<file path="config.mk">
export PLATFORM = sky130hd
export DESIGN_NAME = rau_ctl
export DESIGN_NICKNAME = d
export VERILOG_FILES = /design/src/rtl/rau_pkg.sv /design/src/rtl/rau_ctl.sv
export SDC_FILE = /design/constraint.sdc
export NUM_CORES = 1
export LEC_CHECK = 0
export BUFFER_PORTS_ARGS = -buffer_cell sky130_fd_sc_hd__buf_4
export CORE_MARGIN = 3
export CORE_UTILIZATION = 25
export CTS_CLUSTER_DIAMETER = 40
export CTS_CLUSTER_SIZE = 24
export DETAILED_ROUTE_END_ITERATION = 10
export GPL_TIMING_DRIVEN = 0
export PLACE_DENSITY = 0.49
export SLEW_MARGIN = 20
export SYNTH_ARGS = -nofsm -noshare
export SYNTH_HDL_FRONTEND = slang
export SYNTH_SLANG_ARGS = --single-unit
export TNS_END_PERCENT = 100
</file>
<file path="constraint.sdc">
create_clock -name i_clk -period 4.5 [get_ports i_clk]
set_clock_uncertainty 0.1 [all_clocks]
set_input_delay 0 -clock i_clk [delete_from_list [all_inputs] [get_ports i_clk]]
set_output_delay 0 -clock i_clk [all_outputs]
set_load 0.005 [all_outputs]
</file>
<file path="src/rtl/rau_pkg.sv">
package rau_pkg;

    localparam int WORD_BITS = 64;
    localparam int REGS      = 16;
    localparam int RIDX_BITS = $clog2(REGS);
    localparam int PC_BITS   = 5;

    typedef logic [WORD_BITS-1:0] t_word;
    typedef logic [RIDX_BITS-1:0] t_ridx;
    typedef logic [PC_BITS-1:0]   t_pc;
    typedef logic [3:0]           t_prog;

    // operation codes on the request channel
    localparam logic [2:0] CMD_ADD = 3'd0;
    localparam logic [2:0] CMD_SUB = 3'd1;
    localparam logic [2:0] CMD_MUL = 3'd2;
    localparam logic [2:0] CMD_DIV = 3'd3;
    localparam logic [2:0] CMD_MOD = 3'd4;
    localparam logic [2:0] CMD_NEG = 3'd5;
    localparam logic [2:0] CMD_NOT = 3'd6;

    // microprogram selection: the command itself, or the zero divisor program
    localparam t_prog PROG_ADD = 4'd0;
    localparam t_prog PROG_SUB = 4'd1;
    localparam t_prog PROG_MUL = 4'd2;
    localparam t_prog PROG_DIV = 4'd3;
    localparam t_prog PROG_MOD = 4'd4;
    localparam t_prog PROG_NEG = 4'd5;
    localparam t_prog PROG_NOT = 4'd6;
    localparam t_prog PROG_DZ  = 4'd8;

    // scratch register file indexes
    localparam t_ridx R_AN = 4'd0;
    localparam t_ridx R_AD = 4'd1;
    localparam t_ridx R_BN = 4'd2;
    localparam t_ridx R_BD = 4'd3;
    localparam t_ridx R_G  = 4'd4;
    localparam t_ridx R_G2 = 4'd5;
    localparam t_ridx R_T0 = 4'd6;
    localparam t_ridx R_T1 = 4'd7;
    localparam t_ridx R_C  = 4'd8;
    localparam t_ridx R_Q  = 4'd9;
    localparam t_ridx R_RN = 4'd10;
    localparam t_ridx R_RD = 4'd11;

    typedef enum logic [3:0] {
        UOP_LD   = 4'd0,   // d = input word a
        UOP_ADD  = 4'd1,
        UOP_SUB  = 4'd2,
        UOP_NEG  = 4'd3,
        UOP_CNEG = 4'd4,   // d = b negative ? -a : a
        UOP_NOT  = 4'd5,
        UOP_SET0 = 4'd6,
        UOP_SET1 = 4'd7,
        UOP_MUL  = 4'd8,   // 64x8 per cycle
        UOP_GCD  = 4'd9,   // binary gcd, one step per cycle
        UOP_DIVM = 4'd10,  // signed a over magnitude b, zero b passes a
        UOP_SDIV = 4'd11,  // truncated signed divide, zero divisor gives 0
        UOP_OUT  = 4'd12   // a, b to the output register
    } t_uop_op;

    typedef struct packed {
        t_uop_op op;
        t_ridx   a;
        t_ridx   b;
        t_ridx   d;
    } t_uop;

    typedef struct packed {
        logic ready;
        logic rd;
        logic start;
        t_uop uop;
    } t_ctl_cmd;

    typedef struct packed {
        logic  accept;
        logic  done;
        t_prog prog;
    } t_dp_stat;

    function automatic t_word mag(t_word v);
        return v[WORD_BITS-1] ? (t_word'(0) - v) : v;
    endfunction

    function automatic t_uop mk(t_uop_op op, t_ridx a, t_ridx b, t_ridx d);
        t_uop u;
        u.op = op;
        u.a  = a;
        u.b  = b;
        u.d  = d;
        return u;
    endfunction

    // reduced add or subtract of an/ad and bn/bd
    function automatic t_uop addsub_body(logic [3:0] k, t_uop_op op_as);
        t_uop u;
        case (k)
            4'd0:    u = mk(UOP_GCD,  R_AD, R_BD, R_G);
            4'd1:    u = mk(UOP_DIVM, R_BD, R_G,  R_T0);
            4'd2:    u = mk(UOP_MUL,  R_AN, R_T0, R_T0);
            4'd3:    u = mk(UOP_DIVM, R_AD, R_G,  R_T1);
            4'd4:    u = mk(UOP_MUL,  R_BN, R_T1, R_C);
            4'd5:    u = mk(op_as,    R_T0, R_C,  R_C);
            4'd6:    u = mk(UOP_GCD,  R_C,  R_G,  R_G2);
            4'd7:    u = mk(UOP_DIVM, R_C,  R_G2, R_RN);
            4'd8:    u = mk(UOP_DIVM, R_BD, R_G2, R_T0);
            4'd9:    u = mk(UOP_MUL,  R_T0, R_T1, R_RD);
            default: u = mk(UOP_OUT,  R_RN, R_RD, R_RN);
        endcase
        return u;
    endfunction

    // cross-cancelled product of an/ad and bn/bd
    function automatic t_uop muldiv_body(logic [3:0] k, t_ridx bn, t_ridx bd);
        t_uop u;
        case (k)
            4'd0:    u = mk(UOP_GCD,  R_AN, bd,   R_G);
            4'd1:    u = mk(UOP_GCD,  R_AD, bn,   R_G2);
            4'd2:    u = mk(UOP_DIVM, R_AN, R_G,  R_T0);
            4'd3:    u = mk(UOP_DIVM, bn,   R_G2, R_T1);
            4'd4:    u = mk(UOP_MUL,  R_T0, R_T1, R_RN);
            4'd5:    u = mk(UOP_DIVM, R_AD, R_G2, R_T0);
            4'd6:    u = mk(UOP_DIVM, bd,   R_G,  R_T1);
            4'd7:    u = mk(UOP_MUL,  R_T0, R_T1, R_RD);
            default: u = mk(UOP_OUT,  R_RN, R_RD, R_RN);
        endcase
        return u;
    endfunction

    // microprogram store: four loads, then the body of the program
    function automatic t_uop uop_at(t_prog prog, t_pc pc);
        t_uop u;
        t_pc  j;
        j = pc - t_pc'(4);
        if (pc < t_pc'(4)) begin
            u = mk(UOP_LD, t_ridx'(pc), R_AN, t_ridx'(pc));
        end else begin
            case (prog)
                PROG_ADD: u = addsub_body(j[3:0], UOP_ADD);
                PROG_SUB: u = addsub_body(j[3:0], UOP_SUB);
                PROG_MUL: u = muldiv_body(j[3:0], R_BN, R_BD);
                PROG_DIV: begin
                    if (j == t_pc'(0))
                        u = mk(UOP_CNEG, R_AN, R_BN, R_AN);
                    else if (j == t_pc'(1))
                        u = mk(UOP_CNEG, R_BN, R_BN, R_BN);
                    else
                        u = muldiv_body(4'(j - t_pc'(2)), R_BD, R_BN);
                end
                PROG_MOD: begin
                    if (j == t_pc'(0))
                        u = mk(UOP_MUL, R_AN, R_BD, R_T0);
                    else if (j == t_pc'(1))
                        u = mk(UOP_MUL, R_AD, R_BN, R_T1);
                    else if (j == t_pc'(2))
                        u = mk(UOP_SDIV, R_T0, R_T1, R_Q);
                    else if (j == t_pc'(3))
                        u = mk(UOP_MUL, R_BN, R_Q, R_BN);
                    else
                        u = addsub_body(4'(j - t_pc'(4)), UOP_SUB);
                end
                PROG_NEG: begin
                    if (j == t_pc'(0))
                        u = mk(UOP_NEG, R_AN, R_AN, R_RN);
                    else
                        u = mk(UOP_OUT, R_RN, R_AD, R_RN);
                end
                PROG_NOT: begin
                    if (j == t_pc'(0))
                        u = mk(UOP_NOT, R_AN, R_AN, R_RN);
                    else if (j == t_pc'(1))
                        u = mk(UOP_SET1, R_AN, R_AN, R_RD);
                    else
                        u = mk(UOP_OUT, R_RN, R_RD, R_RN);
                end
                PROG_DZ: begin
                    if (j == t_pc'(0))
                        u = mk(UOP_SET0, R_AN, R_AN, R_RN);
                    else
                        u = mk(UOP_OUT, R_RN, R_RN, R_RN);
                end
                default: begin
                    if (j == t_pc'(0))
                        u = mk(UOP_SET0, R_AN, R_AN, R_RN);
                    else if (j == t_pc'(1))
                        u = mk(UOP_SET1, R_AN, R_AN, R_RD);
                    else
                        u = mk(UOP_OUT, R_RN, R_RD, R_RN);
                end
            endcase
        end
        return u;
    endfunction

endpackage

</file>
<file path="src/rtl/rau_ctl.sv">
module rau_ctl (
    input  logic              i_clk,
    input  logic              i_rst_n,
    input  rau_pkg::t_dp_stat i_stat,
    output rau_pkg::t_ctl_cmd o_cmd
);
    import rau_pkg::*;

    typedef enum logic [3:0] {
        S_IDLE = 4'b0001,
        S_READ = 4'b0010,
        S_EXEC = 4'b0100,
        S_WAIT = 4'b1000
    } t_state;

    t_state r_state, n_state;
    t_pc    r_pc, n_pc;
    t_uop   uop;

    assign uop = uop_at(i_stat.prog, r_pc);

    always_comb begin
        n_state = r_state;
        n_pc    = r_pc;
        case (r_state)
            S_IDLE: begin
                if (i_stat.accept) begin
                    n_state = S_READ;
                    n_pc    = '0;
                end
            end
            S_READ: n_state = S_EXEC;
            S_EXEC, S_WAIT: begin
                if (i_stat.done) begin
                    if (uop.op == UOP_OUT) begin
                        n_state = S_IDLE;
                    end else begin
                        n_state = S_READ;
                        n_pc    = r_pc + t_pc'(1);
                    end
                end else begin
                    n_state = S_WAIT;
                end
            end
            default: n_state = S_IDLE;
        endcase
    end

    always_ff @(posedge i_clk) begin
        if (!i_rst_n) begin
            r_state <= S_IDLE;
            r_pc    <= '0;
        end else begin
            r_state <= n_state;
            r_pc    <= n_pc;
        end
    end

    assign o_cmd.ready = (r_state == S_IDLE);
    assign o_cmd.rd    = (r_state == S_READ);
    assign o_cmd.start = (r_state == S_EXEC);
    assign o_cmd.uop   = uop;

    a_accept_idle: assert property (@(posedge i_clk) disable iff (!i_rst_n)
        i_stat.accept |-> r_state == S_IDLE)
        else $error("request taken outside idle");
    a_done_active: assert property (@(posedge i_clk) disable iff (!i_rst_n)
        (r_state == S_READ) |=> r_state == S_EXEC)
        else $error("operand read not followed by execute");
    a_out_ends: assert property (@(posedge i_clk) disable iff (!i_rst_n)
        ((r_state == S_EXEC || r_state == S_WAIT) && i_stat.done && uop.op == UOP_OUT)
        |=> r_state == S_IDLE)
        else $error("item did not finish after output");
endmodule

</file>
==> key figures <==
Placement
  – Placed Cells: 539
  – Post-DP HPWL: between 8 and 9 mm
  – Port bufs: 24
  – DP Area: 2860 µm²
  – RePlAce Congestion: 0.946

Critical path
  – CP Data Arrival Time: 4.12 ns
  – Data required time at the worst endpoint: ~4.4 ns
  – FF-to-FF End: r_state[1]
  – Kind of start point of the critical path: flop
  – Critical path cell sequence: clkbuf_1, inv_1, ha_1, clkbuf_1, clkbuf_2, clkbuf_1, clkbuf_2, o21ai_0, a2111oi_0, a21oi_1, buf_4
  – Register-to-Register Path Depth: 12
  – Worst Path Class, Setup: flop to primary output
  – CP Launch Point: r_pc[2]
  – Reg2Reg Setup Slack: 0.32 ns
  – Most frequent cell on the critical path: clkbuf_1
  – CP max FO: 11
  – CP max-delay cell: dfxtp_1
  – Reg2reg start: r_pc[2]
  – Critical Path End Type: primary output
  – Slowest cell delay on critical path: 0.46 ns

Floorplanning
  – Die Width: 106 µm
  – Die ar.: 11300 µm²
  – Height of the die: 106 µm
  – Cell Rows: 35
  – Initial core utilization: 26.4%
  – Boundary pin count: 27
  – Core area: ~9500 µm²

Clock tree
  – Clock root buffer: clkbuf_8
  – Worst-path clk slew: 0.05 ns
  – Num CTS Buffers: 3
  – Setup repair bufs after CTS: 0
  – Worst-Skew Late Latency: 0.23 ns
  – CTS max path bufs: 2
  – Hold Buf Count CTS: 0
  – Sink Count: 9
  – CTS tree: yes
  – CTS H-tree lvls: 1

Yosys
  – Synthesized area per cell: roughly 6.5 µm²
  – Yosys warns: 0
  – Synth area leader: ha_1
  – Post-synth EDFFs: 0
  – Post-Syn Nets: 413
  – Synth Cell Area: between 2000 and 3000 µm²
  – Yosys cell types: 74
  – Synthesized netlist cell count: 386
  – Number of synthesized register bits: 9
  – Top cell type's share of synthesized area: 9.47%
  – Sequential fraction of the synthesis area: 7.18%
  – Ys flop type: dfxtp_1
  – Top post-synthesis cells by area: ha_1, dfxtp_1, nand2_1, a21oi_1, o21ai_0
  – Post-synth ARST share: 0%

GRT
  – Largest net degree at the start of global routing: 13
  – First-pass GRT wire length: around 17 mm
  – All-Layer GR Usage: 18.9%
  – GR Overflow Total: 0
  – Initial antenna violation count: 0
  – Vias in the first global route: 2998

Timing
  – Setup TNS: 0 ns
  – RSZ-0062 raised after global routing: false
  – Slew Viols, Final: 0
  – Final Hold Viols: 0
  – Post-route minimum period: 4.22 ns
  – Final setup violation count: 0
  – Fmax: 237 MHz
  – Slew @ Worst Pin: 0.952 ns
  – Final Cycle Share: 93.8%
  – Normalized max-slew margin: 36.1%

Power
  – Pwr dens: ~90 nW/µm²
  – Peak VDD IR: 0.172 mV
  – Pwr Total: 0.266 mW
  – Leak Pwr: 0.999 nW

Route
  – Starting DRC count in detailed routing: 570
  – Routed WL: about 11 mm
  – DR vias: 3298
  – Wire per inst: 20.5 µm
  – Drt drc: 0
  – Post-DR vias/cell: 6.07
  – Antenna Nets Post-Route: 0
  – DRT Pass-1 Iters: 5

Finish
  – Commonest non-fill, non-tap cell in the layout: nand2_1
  – Ant diodes: 0
  – Fin util: 30.6%
  – Layout area overhead: 16.0%
  – Final Instance Area: 2910 µm²
  – Post-route non-filler standard cell count: 543
  – Share of cells above drive strength 1: 12.3%
  – Most frequent cells in the layout: nand2_1, a21oi_1, nor2_1, o21ai_0, clkbuf_1
  – Nets: 442

Hold path
  – Path type of the worst min-delay path: input port to flop
  – Worst hold path depth: 4
  – Min-delay src: i_rst_n
  – Hold endpoint: r_pc[4]

Status
  – Status: completed

Run
  – Total of max-cap violations: 0
metrics by stage:
step	hold slack (ns)	setup slack, ns
5_1_grt	0.0608	0.0300
2_1_floorplan	0.140	1.28
4_1_cts	0.0378	0.0594
3_5_place_dp	0.279	0.252
6_report	0.0282	0.280
3_3_place_gp	0.268	0.270
layout make-up:
type	instances	area, µm²
Fill cell	1080	6590
Multi-Input combinational cell	327	2140
Sequential cell	9	180
Timing Repair Buffer	24	180
Tap cell	129	161
Buffer	35	148
Inverter	15	56.3
Clock buffer	4	45.0
worst max-delay path, delay by kind of cell (launching register included):
family,cells,cell delay (ns)
buffers and inverters,7,2.24
DFF,1,0.46
AOI/OAI and AO/OA,3,0.73
adders and majority gates,1,0.43
synthesized netlist by cell type (4+ instances only):
library cell,count
ha_1,19
dfxtp_1,9
o21ai_0,27
or3_1,4
nor2_1,29
o21ai_1,10
o211ai_1,6
o21a_1,4
o22ai_1,6
nor3_1,13
nand4_1,4
nor4b_1,4
buf_2,4
o211ai_2,4
a21oi_1,32
a221oi_1,4
a211oi_1,5
nand2b_1,5
nor2b_1,7
nand3_1,11
inv_1,14
nand2_1,47
nor4_1,6
a31oi_1,8
clkbuf_1,27
repair_timing:
item                                    in CTS  in global routing
endpoints found under the setup margin       0                  9
hold endpoints to repair                     0                  0
gates resized for setup                      0                  7
report_power, final:
part | internal [mW] | switching (mW) | leakage (nW)
clock | 0.0618 | 0.0325 | 0.0228
sequential | 0.0821 | 0.00240 | 0.0730
combinational | 0.0335 | 0.0540 | 0.903
registers in the layout, summed over array words and instances (netlist names):
signal   flops
r_pc         5
r_state      4
layer usage:
| metal | part of all wire, % | GRT usage, % |
|---|---|---|
| met3 | 11 | 2.31 |
| met2 | 43 | 29.0 |
| met1 | 42 | 27.2 |
| met5 | 0 | 0 |
| met4 | 3.3 | 6.11 |
kinds of logic (layout without fill, tap and decap cells):
family / count (synthesis) / count (layout) / synth area share [%]
buffers and inverters: 50 / 78 / 7.98
adders and majority gates: 19 / 19 / 9.47
DFF: 9 / 9 / 7.18
muxes: 5 / 5 / 2.14
and+or+nand+nor: 149 / 149 / 30.2
xor gates and xnor gates: 5 / 5 / 2.04
AOI/OAI and AO/OA: 149 / 149 / 41.0
worst max-delay path by stage:
stage and endpoint:
3_3_place_gp r_state[1], 3_5_place_dp r_state[1], 4_1_cts o_cmd[4], 6_report o_cmd[4], 5_1_grt o_cmd[4], 2_1_floorplan r_pc[0]
(Power assumes the default switching activity.)
